File: src/rtl/core/lwf_pkg.sv
// Shared types, constants and register codes of the wall-follow controller.
`timescale 1ns / 1ps
package lwf_pkg;

  // Scan geometry defaults
  localparam int MAX_SAMPLES        = 1024;
  localparam int SCAN_START_BEARING = -16384;
  localparam int JOB_DEPTH          = 2;

  // Configuration port
  localparam int CFG_IDX_W  = 3;
  localparam int CFG_DATA_W = 24;

  typedef enum logic [CFG_IDX_W-1:0] {
    CFG_FOLLOW_DISTANCE   = 3'd0,
    CFG_BUFFER_DISTANCE   = 3'd1,
    CFG_CRUISE_SPEED      = 3'd2,
    CFG_BEARING_GAIN      = 3'd3,
    CFG_OFFSET_TURN_GAIN  = 3'd4,
    CFG_OFFSET_SPEED_GAIN = 3'd5,
    CFG_WALL_ON_LEFT      = 3'd6,
    CFG_SAMPLE_ANGLE_STEP = 3'd7
  } cfg_reg_e;

  typedef struct packed {
    logic        [13:0] follow_distance;
    logic        [13:0] buffer_distance;
    logic        [10:0] cruise_speed;
    logic signed [15:0] bearing_gain;
    logic signed [15:0] offset_turn_gain;
    logic signed [15:0] offset_speed_gain;
    logic               wall_on_left;
    logic signed [23:0] sample_angle_step;
  } cfg_t;

  // Register reset values
  localparam logic [13:0] FOLLOW_DISTANCE_RST   = 14'd700;
  localparam logic [13:0] BUFFER_DISTANCE_RST   = 14'd400;
  localparam logic [10:0] CRUISE_SPEED_RST      = 11'd500;
  localparam logic [15:0] BEARING_GAIN_RST      = 16'd4096;
  localparam logic [15:0] OFFSET_TURN_GAIN_RST  = 16'd4096;
  localparam logic [15:0] OFFSET_SPEED_GAIN_RST = 16'd2048;
  localparam logic        WALL_ON_LEFT_RST      = 1'b1;
  localparam logic [23:0] SAMPLE_ANGLE_STEP_RST = 24'd46603;

  // Command modes
  typedef enum logic [2:0] {
    MODE_TURN      = 3'd0,
    MODE_APPROACH  = 3'd1,
    MODE_FOLLOW    = 3'd2,
    MODE_BRAKE     = 3'd3,
    MODE_NO_OBJECT = 3'd4
  } mode_e;

  // Control law sequencer
  typedef enum logic [2:0] {
    ST_IDLE,
    ST_MUL_IDX,
    ST_MUL_GAIN,
    ST_SCALE,
    ST_CLAMP,
    ST_ROUND,
    ST_OUT
  } back_state_e;

  // Range thresholds, mm
  localparam logic [15:0] VALID_MIN_MM = 16'd200;
  localparam logic [15:0] FAR_MM       = 16'd12000;
  localparam logic [15:0] BRAKE_MM     = 16'd150;

  // Command constants
  localparam logic [10:0] SEARCH_SPEED  = 11'd150;
  localparam logic [10:0] APPROACH_TURN = 11'd800;
  localparam logic [10:0] BRAKE_TURN    = 11'd500;
  localparam logic [10:0] SPEED_LIMIT   = 11'd220;

endpackage

File: src/rtl/core/lwf_fifo.sv
// Short request queue between the scan front end and the control law back end.
`timescale 1ns / 1ps
module lwf_fifo #(
  parameter int WIDTH = 26,
  parameter int DEPTH = 2
) (
  input  logic             clk_i,
  input  logic             rst_ni,
  input  logic             push_i,
  input  logic [WIDTH-1:0] data_i,
  input  logic             pop_i,
  output logic [WIDTH-1:0] data_o,
  output logic             valid_o,
  output logic             full_o
);

  localparam int PTR_W = (DEPTH > 1) ? $clog2(DEPTH) : 1;
  localparam int CNT_W = $clog2(DEPTH + 1);

  logic [WIDTH-1:0] mem_q [DEPTH];
  logic [PTR_W-1:0] wptr_q, wptr_d, rptr_q, rptr_d;
  logic [CNT_W-1:0] count_q, count_d;
  logic             do_push, do_pop;

  assign do_push = push_i && !full_o;
  assign do_pop  = pop_i && valid_o;

  assign valid_o = (count_q != '0);
  assign full_o  = (count_q == CNT_W'(DEPTH));
  assign data_o  = mem_q[rptr_q];

  // Advance pointers with wrap at the queue depth
  always_comb begin
    wptr_d  = wptr_q;
    rptr_d  = rptr_q;
    count_d = count_q;
    if (do_push) begin
      wptr_d = (wptr_q == PTR_W'(DEPTH - 1)) ? '0 : wptr_q + PTR_W'(1);
    end
    if (do_pop) begin
      rptr_d = (rptr_q == PTR_W'(DEPTH - 1)) ? '0 : rptr_q + PTR_W'(1);
    end
    if (do_push && !do_pop) begin
      count_d = count_q + CNT_W'(1);
    end else if (do_pop && !do_push) begin
      count_d = count_q - CNT_W'(1);
    end
  end

  always_ff @(posedge clk_i or negedge rst_ni) begin
    if (!rst_ni) begin
      wptr_q  <= '0;
      rptr_q  <= '0;
      count_q <= '0;
    end else begin
      wptr_q  <= wptr_d;
      rptr_q  <= rptr_d;
      count_q <= count_d;
    end
  end

  // Store the request
  always_ff @(posedge clk_i) begin
    if (do_push) begin
      mem_q[wptr_q] <= data_i;
    end
  end

endmodule

File: src/rtl/core/lwf_front.sv
// Scan front end: tracks the first smallest valid range and queues it at scan end.
`timescale 1ns / 1ps
module lwf_front #(
  parameter int MAX_SAMPLES = lwf_pkg::MAX_SAMPLES,
  parameter int IDX_W       = $clog2(MAX_SAMPLES)
) (
  input  logic             clk_i,
  input  logic             rst_ni,
  input  logic             accept_i,
  input  logic [15:0]      range_mm_i,
  input  logic             last_sample_i,
  output logic             job_push_o,
  output logic [15:0]      job_range_o,
  output logic [IDX_W-1:0] job_index_o
);

  localparam logic [IDX_W-1:0] LastIdx = IDX_W'(MAX_SAMPLES - 1);

  logic [15:0]      best_range_q, best_range_d;
  logic [IDX_W-1:0] best_index_q, best_index_d;
  logic [IDX_W-1:0] count_q, count_d;
  logic             best_valid_q, best_valid_d;
  logic [15:0]      new_range;
  logic [IDX_W-1:0] new_index;
  logic             new_valid;
  logic             in_valid;

  assign in_valid = (range_mm_i >= lwf_pkg::VALID_MIN_MM);

  // Running minimum over valid ranges; sample 0 always seeds it
  always_comb begin
    new_range = best_range_q;
    new_index = best_index_q;
    new_valid = best_valid_q;
    if (count_q == '0) begin
      new_range = range_mm_i;
      new_index = '0;
      new_valid = in_valid;
    end else if (in_valid && (!best_valid_q || range_mm_i < best_range_q)) begin
      new_range = range_mm_i;
      new_index = count_q;
      new_valid = 1'b1;
    end
  end

  // Hold, update, or clear at scan end
  always_comb begin
    best_range_d = best_range_q;
    best_index_d = best_index_q;
    best_valid_d = best_valid_q;
    count_d      = count_q;
    if (accept_i) begin
      if (last_sample_i) begin
        best_range_d = '0;
        best_index_d = '0;
        best_valid_d = 1'b0;
        count_d      = '0;
      end else begin
        best_range_d = new_range;
        best_index_d = new_index;
        best_valid_d = new_valid;
        count_d      = (count_q < LastIdx) ? count_q + IDX_W'(1) : count_q;
      end
    end
  end

  assign job_push_o  = accept_i && last_sample_i;
  assign job_range_o = new_range;
  assign job_index_o = new_index;

  always_ff @(posedge clk_i or negedge rst_ni) begin
    if (!rst_ni) begin
      best_range_q <= '0;
      best_index_q <= '0;
      best_valid_q <= 1'b0;
      count_q      <= '0;
    end else begin
      best_range_q <= best_range_d;
      best_index_q <= best_index_d;
      best_valid_q <= best_valid_d;
      count_q      <= count_d;
    end
  end

endmodule

File: src/rtl/core/lwf_back.sv
// Control law back end: bearing, mode choice and fixed-point follow law.
`timescale 1ns / 1ps
module lwf_back #(
  parameter int IDX_W              = 10,
  parameter int SCAN_START_BEARING = lwf_pkg::SCAN_START_BEARING
) (
  input  logic               clk_i,
  input  logic               rst_ni,
  input  lwf_pkg::cfg_t      cfg_i,
  input  logic               job_valid_i,
  input  logic [15:0]        job_range_i,
  input  logic [IDX_W-1:0]   job_index_i,
  output logic               job_pop_o,
  input  logic               pop_i,
  output logic               empty_o,
  output logic [10:0]        linear_speed_o,
  output logic signed [10:0] turn_rate_o,
  output logic [2:0]         mode_o
);

  // Bearing accumulator base with the rounding half added in
  localparam logic [23:0] AccBase = 24'(SCAN_START_BEARING * 256 + 128);
  localparam logic signed [13:0] MradPerTurn = 14'sd6283;
  localparam logic signed [51:0] TurnLim     = 52'sd268435456000;
  localparam logic signed [39:0] SharpLim    = 40'sd161061273600;
  localparam logic signed [34:0] SpeedLimQ   = 35'sd901120;

  lwf_pkg::back_state_e state_q, state_d;

  logic [15:0]        d_q;
  logic [IDX_W-1:0]   idx_q;
  logic [23:0]        acc_q;
  logic signed [15:0] ar_q;
  logic signed [32:0] p_bg_q, p_tg_q, p_sg_q;
  logic signed [51:0] t1_q, t2_q;
  logic signed [34:0] ls_q;
  logic signed [39:0] ts_c_q;
  logic [19:0]        ls_c_q;
  logic               out_valid_q;
  logic [10:0]        lin_q;
  logic [10:0]        turn_q;
  logic [2:0]         mode_q;

  logic                   slot_free, out_load;
  logic signed [IDX_W+24:0] idx_prod;
  logic signed [15:0]     ar_c;
  logic signed [16:0]     bear_err, derr;
  logic signed [46:0]     t1_c;
  logic signed [51:0]     t2_c, ts_sum;
  logic signed [34:0]     ls_c;
  logic signed [39:0]     ts_round;
  logic                   sharp;
  logic [20:0]            ls_round;
  logic [10:0]            lin_c, turn_c;
  lwf_pkg::mode_e         mode_c;
  logic [16:0]            approach_lim;

  assign slot_free = !out_valid_q || pop_i;

  // Next state
  always_comb begin
    state_d = state_q;
    unique case (state_q)
      lwf_pkg::ST_IDLE:     if (job_valid_i) state_d = lwf_pkg::ST_MUL_IDX;
      lwf_pkg::ST_MUL_IDX:  state_d = lwf_pkg::ST_MUL_GAIN;
      lwf_pkg::ST_MUL_GAIN: state_d = lwf_pkg::ST_SCALE;
      lwf_pkg::ST_SCALE:    state_d = lwf_pkg::ST_CLAMP;
      lwf_pkg::ST_CLAMP:    state_d = lwf_pkg::ST_ROUND;
      lwf_pkg::ST_ROUND:    state_d = lwf_pkg::ST_OUT;
      lwf_pkg::ST_OUT:      if (slot_free) state_d = lwf_pkg::ST_IDLE;
      default:              state_d = lwf_pkg::ST_IDLE;
    endcase
  end

  // Sequencer outputs
  always_comb begin
    job_pop_o = 1'b0;
    out_load  = 1'b0;
    unique case (state_q)
      lwf_pkg::ST_IDLE: job_pop_o = job_valid_i;
      lwf_pkg::ST_OUT:  out_load  = slot_free;
      default: begin
        job_pop_o = 1'b0;
        out_load  = 1'b0;
      end
    endcase
  end

  always_ff @(posedge clk_i or negedge rst_ni) begin
    if (!rst_ni) begin
      state_q <= lwf_pkg::ST_IDLE;
    end else begin
      state_q <= state_d;
    end
  end

  // Datapath arithmetic
  assign idx_prod = $signed({1'b0, idx_q}) * cfg_i.sample_angle_step;
  assign ar_c     = $signed(acc_q[23:8] + 16'h4000);
  assign bear_err = $signed({ar_q[15], ar_q})
                  - (cfg_i.wall_on_left ? 17'sd16384 : -17'sd16384);
  assign derr     = $signed({1'b0, d_q}) - $signed({3'b000, cfg_i.follow_distance});
  assign t1_c     = p_bg_q * MradPerTurn;
  assign t2_c     = cfg_i.wall_on_left ? $signed({{3{p_tg_q[32]}}, p_tg_q, 16'h0000})
                                       : -$signed({{3{p_tg_q[32]}}, p_tg_q, 16'h0000});
  assign ls_c     = $signed({12'h000, cfg_i.cruise_speed, 12'h000})
                  + $signed({{2{p_sg_q[32]}}, p_sg_q});
  assign ts_sum   = t1_q + t2_q;

  // Advance the datapath one step per state
  always_ff @(posedge clk_i) begin
    unique case (state_q)
      lwf_pkg::ST_IDLE: begin
        d_q   <= job_range_i;
        idx_q <= job_index_i;
      end
      lwf_pkg::ST_MUL_IDX: begin
        acc_q <= AccBase + idx_prod[23:0];
      end
      lwf_pkg::ST_MUL_GAIN: begin
        ar_q <= ar_c;
      end
      lwf_pkg::ST_SCALE: begin
        p_bg_q <= cfg_i.bearing_gain * bear_err;
        p_tg_q <= cfg_i.offset_turn_gain * derr;
        p_sg_q <= cfg_i.offset_speed_gain * derr;
      end
      lwf_pkg::ST_CLAMP: begin
        t1_q <= {{5{t1_c[46]}}, t1_c};
        t2_q <= t2_c;
        ls_q <= ls_c;
      end
      lwf_pkg::ST_OUT: begin
        // clamp stage feeds the round stage; results held until the slot frees
      end
      default: begin
      end
    endcase
  end

  // Clamp turn and speed ahead of the output state
  always_ff @(posedge clk_i) begin
    if (state_q == lwf_pkg::ST_ROUND) begin
      if (ts_sum > TurnLim) begin
        ts_c_q <= 40'(TurnLim);
      end else if (ts_sum < -TurnLim) begin
        ts_c_q <= 40'(-TurnLim);
      end else begin
        ts_c_q <= ts_sum[39:0];
      end
      if (ls_q < 35'sd0) begin
        ls_c_q <= '0;
      end else if (ls_q > SpeedLimQ) begin
        ls_c_q <= 20'(SpeedLimQ);
      end else begin
        ls_c_q <= ls_q[19:0];
      end
    end
  end

  // Round the follow law and pick the mode
  assign approach_lim = {3'b000, cfg_i.follow_distance} + {3'b000, cfg_i.buffer_distance};
  assign ts_round = ts_c_q + 40'sd134217728;
  assign sharp    = (ts_c_q > SharpLim) || (ts_c_q < -SharpLim);
  assign ls_round = {1'b0, ls_c_q} + (sharp ? 21'd4096 : 21'd2048);

  always_comb begin
    lin_c  = '0;
    turn_c = '0;
    mode_c = lwf_pkg::MODE_FOLLOW;
    priority if (d_q >= lwf_pkg::FAR_MM) begin
      lin_c  = lwf_pkg::SEARCH_SPEED;
      mode_c = lwf_pkg::MODE_NO_OBJECT;
    end else if ({1'b0, d_q} > approach_lim) begin
      if (ar_q > 16'sd8192) begin
        turn_c = lwf_pkg::APPROACH_TURN;
        mode_c = lwf_pkg::MODE_TURN;
      end else if (ar_q < -16'sd8192) begin
        turn_c = -lwf_pkg::APPROACH_TURN;
        mode_c = lwf_pkg::MODE_TURN;
      end else begin
        lin_c  = cfg_i.cruise_speed;
        mode_c = lwf_pkg::MODE_APPROACH;
      end
    end else if (d_q < lwf_pkg::BRAKE_MM) begin
      turn_c = cfg_i.wall_on_left ? lwf_pkg::BRAKE_TURN : -lwf_pkg::BRAKE_TURN;
      mode_c = lwf_pkg::MODE_BRAKE;
    end else begin
      lin_c  = sharp ? {3'b000, ls_round[20:13]} : {2'b00, ls_round[20:12]};
      turn_c = ts_round[38:28];
      mode_c = lwf_pkg::MODE_FOLLOW;
    end
  end

  // Output slot
  always_ff @(posedge clk_i or negedge rst_ni) begin
    if (!rst_ni) begin
      out_valid_q <= 1'b0;
    end else if (out_load) begin
      out_valid_q <= 1'b1;
    end else if (pop_i) begin
      out_valid_q <= 1'b0;
    end
  end

  always_ff @(posedge clk_i) begin
    if (out_load) begin
      lin_q  <= lin_c;
      turn_q <= turn_c;
      mode_q <= mode_c;
    end
  end

  assign empty_o        = !out_valid_q;
  assign linear_speed_o = lin_q;
  assign turn_rate_o    = $signed(turn_q);
  assign mode_o         = mode_q;

endmodule

File: src/rtl/core/lidar_wall_follow_controller_core.sv
// Top level of the lidar wall-follow controller: config registers and wiring.
//
// Usage: range samples of one scan enter through the push/full queue port,
// one per cycle whenever full is low; last_sample_i marks the final sample.
// Only a final sample makes a request: the front end keeps the first smallest
// range of at least 200 mm (sample 0 if none) and queues it with its index.
// The back end turns each request into one velocity command on the
// empty/pop port, in order. Samples stream at one per cycle while full is
// low; a command is ready once the back end sequencer has stepped through
// index multiply, bearing, gain multiplies, scaling, clamp and round; it
// takes no new request before it is back in idle. Two requests queue between
// the two halves, and full is high while that queue is full.
// When pop stays low the finished command holds in the output slot, the
// back end finishes the next command and waits, then the request queue fills
// and full rises. Reset empties both queues, clears the scan state and loads
// the default register values. The user must write registers through
// cfg_we_i/cfg_index_i/cfg_data_i only while idle; the block does not check.
`timescale 1ns / 1ps
module lidar_wall_follow_controller_core #(
  parameter int MAX_SAMPLES        = lwf_pkg::MAX_SAMPLES,
  parameter int SCAN_START_BEARING = lwf_pkg::SCAN_START_BEARING
) (
  input  logic                           clk_i,
  input  logic                           rst_ni,
  input  logic                           push,
  output logic                           full,
  input  logic [15:0]                    range_mm_i,
  input  logic                           last_sample_i,
  output logic                           empty,
  input  logic                           pop,
  output logic [10:0]                    linear_speed_o,
  output logic signed [10:0]             turn_rate_o,
  output logic [2:0]                     mode_o,
  input  logic                           cfg_we_i,
  input  logic [lwf_pkg::CFG_IDX_W-1:0]  cfg_index_i,
  input  logic [lwf_pkg::CFG_DATA_W-1:0] cfg_data_i
);

  localparam int IDX_W = (MAX_SAMPLES > 1) ? $clog2(MAX_SAMPLES) : 1;
  localparam int JOB_W = 16 + IDX_W;

  lwf_pkg::cfg_t    cfg_q;
  logic             accept;
  logic             front_push;
  logic [15:0]      front_range;
  logic [IDX_W-1:0] front_index;
  logic [JOB_W-1:0] job_data;
  logic             job_valid, job_pop;

  assign accept = push && !full;

  // Configuration registers
  always_ff @(posedge clk_i or negedge rst_ni) begin
    if (!rst_ni) begin
      cfg_q.follow_distance   <= lwf_pkg::FOLLOW_DISTANCE_RST;
      cfg_q.buffer_distance   <= lwf_pkg::BUFFER_DISTANCE_RST;
      cfg_q.cruise_speed      <= lwf_pkg::CRUISE_SPEED_RST;
      cfg_q.bearing_gain      <= $signed(lwf_pkg::BEARING_GAIN_RST);
      cfg_q.offset_turn_gain  <= $signed(lwf_pkg::OFFSET_TURN_GAIN_RST);
      cfg_q.offset_speed_gain <= $signed(lwf_pkg::OFFSET_SPEED_GAIN_RST);
      cfg_q.wall_on_left      <= lwf_pkg::WALL_ON_LEFT_RST;
      cfg_q.sample_angle_step <= $signed(lwf_pkg::SAMPLE_ANGLE_STEP_RST);
    end else if (cfg_we_i) begin
      unique case (lwf_pkg::cfg_reg_e'(cfg_index_i))
        lwf_pkg::CFG_FOLLOW_DISTANCE:   cfg_q.follow_distance   <= cfg_data_i[13:0];
        lwf_pkg::CFG_BUFFER_DISTANCE:   cfg_q.buffer_distance   <= cfg_data_i[13:0];
        lwf_pkg::CFG_CRUISE_SPEED:      cfg_q.cruise_speed      <= cfg_data_i[10:0];
        lwf_pkg::CFG_BEARING_GAIN:      cfg_q.bearing_gain      <= $signed(cfg_data_i[15:0]);
        lwf_pkg::CFG_OFFSET_TURN_GAIN:  cfg_q.offset_turn_gain  <= $signed(cfg_data_i[15:0]);
        lwf_pkg::CFG_OFFSET_SPEED_GAIN: cfg_q.offset_speed_gain <= $signed(cfg_data_i[15:0]);
        lwf_pkg::CFG_WALL_ON_LEFT:      cfg_q.wall_on_left      <= cfg_data_i[0];
        lwf_pkg::CFG_SAMPLE_ANGLE_STEP: cfg_q.sample_angle_step <= $signed(cfg_data_i[23:0]);
        default: begin
        end
      endcase
    end
  end

  lwf_front #(
    .MAX_SAMPLES (MAX_SAMPLES),
    .IDX_W       (IDX_W)
  ) u_front (
    .clk_i         (clk_i),
    .rst_ni        (rst_ni),
    .accept_i      (accept),
    .range_mm_i    (range_mm_i),
    .last_sample_i (last_sample_i),
    .job_push_o    (front_push),
    .job_range_o   (front_range),
    .job_index_o   (front_index)
  );

  lwf_fifo #(
    .WIDTH (JOB_W),
    .DEPTH (lwf_pkg::JOB_DEPTH)
  ) u_fifo (
    .clk_i   (clk_i),
    .rst_ni  (rst_ni),
    .push_i  (front_push),
    .data_i  ({front_range, front_index}),
    .pop_i   (job_pop),
    .data_o  (job_data),
    .valid_o (job_valid),
    .full_o  (full)
  );

  lwf_back #(
    .IDX_W              (IDX_W),
    .SCAN_START_BEARING (SCAN_START_BEARING)
  ) u_back (
    .clk_i          (clk_i),
    .rst_ni         (rst_ni),
    .cfg_i          (cfg_q),
    .job_valid_i    (job_valid),
    .job_range_i    (job_data[JOB_W-1:IDX_W]),
    .job_index_i    (job_data[IDX_W-1:0]),
    .job_pop_o      (job_pop),
    .pop_i          (pop),
    .empty_o        (empty),
    .linear_speed_o (linear_speed_o),
    .turn_rate_o    (turn_rate_o),
    .mode_o         (mode_o)
  );

  // A scan-end request never meets a full request queue
  assert property (@(posedge clk_i) disable iff (!rst_ni) front_push |-> !full)
    else $error("scan-end request pushed into a full queue");

  // Turn command stays inside the turn limit
  assert property (@(posedge clk_i) disable iff (!rst_ni)
    !empty |-> (turn_rate_o <= 11'sd1000) && (turn_rate_o >= -11'sd1000))
    else $error("turn command beyond limit");

  // Follow mode speed stays inside the speed limit
  assert property (@(posedge clk_i) disable iff (!rst_ni)
    (!empty && mode_o == lwf_pkg::MODE_FOLLOW) |-> linear_speed_o <= lwf_pkg::SPEED_LIMIT)
    else $error("follow speed beyond limit");

  // The back end only pops a request the queue holds
  assert property (@(posedge clk_i) disable iff (!rst_ni) job_pop |-> job_valid)
    else $error("request popped from an empty queue");

endmodule
File: config.mk
export PLATFORM = sky130hd
export DESIGN_NAME = lidar_wall_follow_controller_core
export DESIGN_NICKNAME = d
export VERILOG_FILES = /design/src/rtl/core/lwf_pkg.sv /design/src/rtl/core/lwf_fifo.sv /design/src/rtl/core/lwf_front.sv /design/src/rtl/core/lwf_back.sv /design/src/rtl/core/lidar_wall_follow_controller_core.sv
export SDC_FILE = /design/constraint.sdc
export NUM_CORES = 2
export LEC_CHECK = 0
export ABC_CLOCK_PERIOD_IN_PS = 17100
export BUFFER_PORTS_ARGS = -buffer_cell sky130_fd_sc_hd__buf_2
export CORE_MARGIN = 1.5
export CORE_UTILIZATION = 65
export DETAILED_ROUTE_END_ITERATION = 16
export HOLD_SLACK_MARGIN = 0.15
export PLACE_DENSITY = 0.82
export SETUP_SLACK_MARGIN = 0.3
export SYNTH_ARGS = -nofsm -noshare
export SYNTH_HDL_FRONTEND = slang
export SYNTH_HIERARCHICAL = 1
export SYNTH_SLANG_ARGS = --single-unit
export TNS_END_PERCENT = 5
File: constraint.sdc
create_clock -name clk_i -period 17.1 [get_ports clk_i]
set_input_delay 0 -clock clk_i [delete_from_list [all_inputs] [get_ports clk_i]]
set_output_delay 0 -clock clk_i [all_outputs]
set_load 0.005 [all_outputs]
# == Word level (Yosys, flattened, before mapping) ==
# Memories as Yosys holds them, arrays and structs flattened. A register that Yosys moved wholly into a read port is not among the register bits.
# Index checks and enable logic that the tools add are counted.
# totals
input_bits,49
wordCells,163
mem_bits_rw,52
output_inout_bits,27
register_bits,515
memories,1
# memory_table
memory,words,word_bits,read_ports,rd_ports_with_merged_regs,wr,line,text
u_fifo.mem_q,2,26,1,1,1,lwf_fifo.sv:20,logic [WIDTH-1:0] mem_q [DEPTH];
# classes
addsub,15
multipliers,5
muxes,43
reduce_logical,36
n_eq_ne,16
n_lt_le_gt_ge,14
# ops
op,n
multiplier 16 x 17 -> 33 bit,3
two-way mux 11 bit,9
adder 47 x 52 -> 52 bit,1
"> comparator 52 x 39 -> 1 bit, second input constant",1
"less-than comparator 52 x 39 -> 1 bit, second input constant",1
two-way mux 52 bit,1
negator 49 -> 52 bit,1
two-way mux 10 bit,5
two-way mux 16 bit,3
"multiplier 33 x 14 -> 47 bit, second input constant",1
"> comparator 40 x 39 -> 1 bit, second input constant",1
"less-than comparator 40 x 39 -> 1 bit, second input constant",1
two-way mux 40 bit,1
"adder 39 x 29 -> 39 bit, second input constant",1
"> comparator 35 x 21 -> 1 bit, second input constant",1
"less-than comparator 35 x 1 -> 1 bit, second input constant",1
adder 24 x 33 -> 34 bit,1
"adder 24 bit, first input constant",1
multiplier 11 x 24 -> 24 bit,1
AND reduction 2 bit,11
adder 20 x 21 -> 21 bit,1
"equality test 3 bit, second input constant",7
case mux 3 bit (7 select lines),1
two-way mux 20 bit,1
34 further kinds,73

# == Depth between registers and ports, before layout ==
# depth
depth_word,9
mapped_depth,38
ltp_nobuf,37

# == Modules after synthesis ==
# Netlist, hierarchy kept.
# by_module_without_submodules
module,seq_area_each_um2,cells_per_inst,area_per_inst_um2,n_inst
lwf_back,10550.1,6329,61736.7,1
lidar_wall_follow_controller_core,2836.5,247,4361.7,1
lwf_front,925.9,239,2353.5,1
lwf_fifo,1661.6,100,2177.1,1

# == Least setup slack after synthesis ==
# No wires, ideal clock.
# synth_path
path_type,reg-to-reg
start,register u_back.state_q[2]
end,"register u_back.ls_q[0], enable pin"
path_buffers,1
t_required_ps,16364
period_less_slack_ps,9270
setup_slack_ps,7830
stages_incl_launch_ff,4
setup_time_ps,736
arrival_ps,8534
cell_sequence,dfrtp_1 > clkbuf_1 > inv_1 > nor3_1
# synth_between
elab_chain_cells,1
# synth_lines
item,line,text
from (decl),lwf_back.sv:28,"lwf_pkg::back_state_e state_q, state_d;"
from (signal assigned),lwf_back.sv:91,state_q <= lwf_pkg::ST_IDLE;
from (signal assigned),lwf_back.sv:93,state_q <= state_d;
equality test 3 bit,lwf_back.sv:112,unique case (state_q)
to (signal assigned),lwf_back.sv:131,ls_q <= ls_c;
to (decl),lwf_back.sv:36,logic signed [34:0] ls_q;
# Every way passes these cells.
# A chain may end at the register's enable or synchronous reset.

# == Worst setup path after layout ==
# layout_path
start,register cfg_q[100] in the netlist's numbering
end,"register u_back.p_tg_q[32], data pin"
# layout_between
elab_chain_cells,2
# layout_lines
item,line,text
from (decl),lidar_wall_follow_controller_core.sv:42,lwf_pkg::cfg_t cfg_q;
subtractor 16 x 14 -> 17 bit,lwf_back.sv:102,"assign derr = $signed({1'b0, d_q}) - $signed({3'b000, cfg_i.follow_distance});"
multiplier 16 x 17 -> 33 bit,lwf_back.sv:125,p_tg_q <= cfg_i.offset_turn_gain * derr;
to (signal assigned),lwf_back.sv:125,
to (decl),lwf_back.sv:34,"logic signed [32:0] p_bg_q, p_tg_q, p_sg_q;"
# Every way passes these cells.

==> Flow_metrics.wiki <==
{| class="wikitable"
! Metric !! Value
|-
| Result of the run || finished, final reports clean
|-
| Area growth from synthesis to layout || 6.516%
|-
| Port Buffers || 75
|-
| Post-synthesis instance area || 0.07063 sq mm
|-
| Number of buffers created by CTS || 67
|-
| Routed wire length || 165800 um
|-
| Detailed placement HPWL || 127200 um
|-
| Crit path required time || 17.48 ns
|-
| Average detailed-routed wire length per instance || 19.73 um
|-
| Critical hold path startpoint || cfg_data_i[19]
|-
| Max-Slew Margin vs Limit || 16.44%
|-
| Horizontal extent of the die || 332.6 um
|-
| Mean cell area of the mapped netlist || 10.21 sq um
|-
| Tightest Hold Check Type || primary input to flop
|-
| Sequential share of the synthesized area || 22.62%
|-
| Number of global-route vias before repair || 53220
|-
| Total of flip-flops plus latches after synthesis || 557
|-
| Top area cells in the synthesized netlist || sky130_fd_sc_hd__fa_1 (31%), sky130_fd_sc_hd__edfxtp_1 (17%), sky130_fd_sc_hd__ha_1 (11%)
|-
| NumNets Final || 8715
|-
| Max Freq || 94.63 MHz
|-
| Initial cell density of the core || 65.79%
|-
| Share of the synthesized area in the top cell type || 31.09%
|-
| Share of async-settable or async-resettable flops after synthesis || 28.19%
|-
| Final worst path period share || 61.80%
|-
| Worst hold-check slack || 0.2032 ns
|-
| Beginning of the critical path || cfg_q[100]
|-
| Hold Violations, Final || 0
|-
| Vias per inst || 5.848
|-
| Sum of negative setup slack || 0 ns
|-
| Endpoint class of the critical path || flop
|-
| Worst r2r src || cfg_q[100]
|-
| Top_reg_cell synth || sky130_fd_sc_hd__edfxtp_1
|-
| Max Root-Sink Buffers || 3
|-
| Total vias in the final route || 49140
|-
| Number of clock sinks || 557
|-
| # H-tree levels || 3
|-
| Number of buffers inserted by hold repair at cts || 68
|-
| Library cell contributing the largest single delay on the critical path || sky130_fd_sc_hd__fa_1
|-
| GRT Resource Usage Total || 31.14%
|-
| Cell at the root of the clock tree || sky130_fd_sc_hd__clkbuf_16
|-
| DIE AREA || 0.1106 sq mm
|-
| Yosys warns || 6
|-
| Minimum setup slack among reg-to-reg paths || 6.53 ns
|-
| Crit Path Max Fanout || 45
|-
| Number of instances in the synthesized netlist || 6915
|-
| Synthesized Nets || 8687
|-
| Final standard cell area without fillers || 0.07523 sq mm
|-
| Number of gates given a new drive strength after cts || 0
|-
| Maximum number of pins on one net before global-route repair || 75
|-
| Clk pin slew, worst setup/hold paths || 0.06 ns
|-
| Proportion of layout cells with a drive suffix above 1 || 7.002%
|-
| Top-Level Pins || 76
|-
| Count of cell types in the netlist || 102
|-
| DRT antenna net count || 0
|-
| Max Cap Violations || 0
|-
| Setup violation total in the final timing report || 0
|-
| Drt first-iter violations || 3575
|-
| TritonCTS clock tree || done
|-
| Total overflow reported by the global router || 0
|-
| Number of fill cells || 7585
|-
| DRC || 0
|-
| Pre-antenna DRT Iters || 8
|-
| Post-Place Cell Area || 0.07222 sq mm
|-
| Placeable core region || 0.1074 sq mm
|-
| Die span in y || 332.6 um
|-
| Max-slew violations || 0
|-
| Final worst path period need || 10.57 ns
|-
| Skew-Pair Late Insertion Delay || 0.65 ns
|-
| Arrival time reported for the critical path endpoint || 10.94 ns
|-
| Unrepaired setup endpoints after global routing || no
|-
| Classification of the worst setup path || flop to flop
|-
| Number of antenna violations at the first check in global routing || 8
|-
| Number of synthesized flops with an enable pin || 400
|-
| Final weighted congestion in routability-driven placement || 0.9290
|-
| Maximum clock skew at final layout || 0.03434 ns
|-
| Cell taking the most area after synthesis || sky130_fd_sc_hd__fa_1
|-
| Global-route wire length before repair || 273100 um
|-
| CP max stage delay || 0.93 ns
|-
| Core Rows || 120
|-
| Startpoint kind of the worst setup timing path || flop
|-
| Setup fix buffers added after clock tree synthesis || 0
|-
| Tightest Pin Transition || 1.253 ns
|}
-- final cells by class --
type | count | area (sq um) | share of cell area (%)
Sequential cell | 557 | 15970 | 21.23
Antenna cell | 3 | 7.507 | 0.009979
Timing Repair Buffer | 187 | 1410 | 1.874
Multi-Input combinational cell | 4695 | 48390 | 64.33
Inverter | 1435 | 5386 | 7.160
Clock buffer | 83 | 1839 | 2.445
Tap cell | 1403 | 1755 | 2.333
Clock inverter | 41 | 465.4 | 0.6187
-- cell usage in the layout, fill, tap and decap left out, types with 67 or more instances in the layout --
cell type                       Yosys  final
sky130_fd_sc_hd__mux2_2           129    129
sky130_fd_sc_hd__ha_1             626    626
sky130_fd_sc_hd__fa_1            1097   1097
sky130_fd_sc_hd__nand2_1          585    585
sky130_fd_sc_hd__nor2b_1           84     84
sky130_fd_sc_hd__and3_1            72     71
sky130_fd_sc_hd__buf_2             15     74
sky130_fd_sc_hd__dfrtp_1          130    130
sky130_fd_sc_hd__and2_1           434    434
sky130_fd_sc_hd__xor2_1            98     98
sky130_fd_sc_hd__nand2b_1          68     68
sky130_fd_sc_hd__xnor2_1          214    211
sky130_fd_sc_hd__clkbuf_16          0     69
sky130_fd_sc_hd__edfxtp_1         400    400
sky130_fd_sc_hd__a21o_1            99     99
sky130_fd_sc_hd__nor2_1           232    223
sky130_fd_sc_hd__a21oi_1          206    205
sky130_fd_sc_hd__dlygate4sd3_1      0     67
sky130_fd_sc_hd__o21ai_0          146    145
sky130_fd_sc_hd__nand3_1           89     89
sky130_fd_sc_hd__inv_1           1433   1433
-- state kept, by name, indices dropped and copies added (netlist names), 2 cells and up --
| name | cells |
|---|---|
| cfg_q | 112 |
| u_fifo/mem_q | 52 |
| u_back/t1_q | 47 |
| u_back/ts_c_q | 40 |
| u_back/t2_q | 36 |
| u_back/ls_q | 34 |
| u_back/p_bg_q | 33 |
| u_back/p_sg_q | 33 |
| u_back/p_tg_q | 33 |
| u_back/acc_q | 16 |
| u_back/ar_q | 16 |
| u_back/d_q | 16 |
| u_front/best_range_q | 16 |
| u_back/linear_speed_o | 11 |
| u_back/turn_rate_o | 11 |
| u_back/idx_q | 10 |
| u_front/best_index_q | 10 |
| u_front/count_q | 10 |
| u_back/ls_c_q | 9 |
| u_back/mode_o | 3 |
| u_back/state_q | 3 |
| u_fifo/count_q | 2 |
-- cell usage after synthesis (89+ instances only) --
master                     instances
sky130_fd_sc_hd__a21oi_1         206
sky130_fd_sc_hd__o21ai_0         146
sky130_fd_sc_hd__clkbuf_1        193
sky130_fd_sc_hd__nand3_1          89
sky130_fd_sc_hd__dfrtp_1         130
sky130_fd_sc_hd__fa_1           1097
sky130_fd_sc_hd__xor2_1           98
sky130_fd_sc_hd__edfxtp_1        400
sky130_fd_sc_hd__nand2_1         585
sky130_fd_sc_hd__and2_1          434
sky130_fd_sc_hd__ha_1            626
sky130_fd_sc_hd__xnor2_1         214
sky130_fd_sc_hd__a21o_1           99
sky130_fd_sc_hd__nor2_1          232
sky130_fd_sc_hd__inv_1          1433
sky130_fd_sc_hd__mux2_2          129
-- worst max-delay path: cells and delay by family, from the launching register on --
family                   cells  cell delay, ns
adder cells (fa/ha/maj)      8            4.43
AO/OA/AOI/OAI               16            3.99
buffers and inverters        5            0.68
flip-flops                   1            0.54
AND/OR/NAND/NOR              4            0.45
XOR/XNOR                     1            0.16
-- metrics by stage --
stage	util (%)	cells	setup WS, ns
after CTS	70.07	8401	6.655
after floorplan	-	6915	7.830
final	70.08	8404	6.533
after global placement	67.27	8209	6.992
after global routing	70.08	8404	5.613
after detailed placement	67.27	8209	6.653
-- logic make-up (layout without fill, tap and decap cells) --
| logic type | after synthesis | in the layout | share of synthesized area (%) |
|---|---|---|---|
| adder cells (fa/ha/maj) | 1723 | 1723 | 42.18 |
| multiplexers | 162 | 162 | 2.733 |
| flip-flops | 557 | 557 | 22.62 |
| XOR/XNOR | 312 | 312 | 3.869 |
| other | 0 | 3 | 0 |
| AND/OR/NAND/NOR | 1770 | 1770 | 12.81 |
| buffers and inverters | 1663 | 1746 | 9.052 |
| AO/OA/AOI/OAI | 728 | 728 | 6.739 |
-- final timing paths --
| kind | end | cells past startpoint |
|---|---|---|
| setup / recovery | u_back/p_tg_q[32] | 34 |
| setup reg to reg | u_back/p_tg_q[32] | 34 |
| min in group asynchronous | cfg_q[81] | 3 |
| hold / removal | cfg_q[19] | 3 |
| max in group asynchronous | cfg_q[69] | 5 |
| hold reg to reg | u_back/ls_q[5] | 0 |
-- routing by layer --
layer,track usage (%),share of wire [%]
met1,40.23,39
met2,52.40,49
met3,5.037,7.4
met4,13.04,4.6
met5,0,0.0078
Power is not shown: default switching activity piles up to over one toggle a cycle in this logic, so the estimate is an artifact.
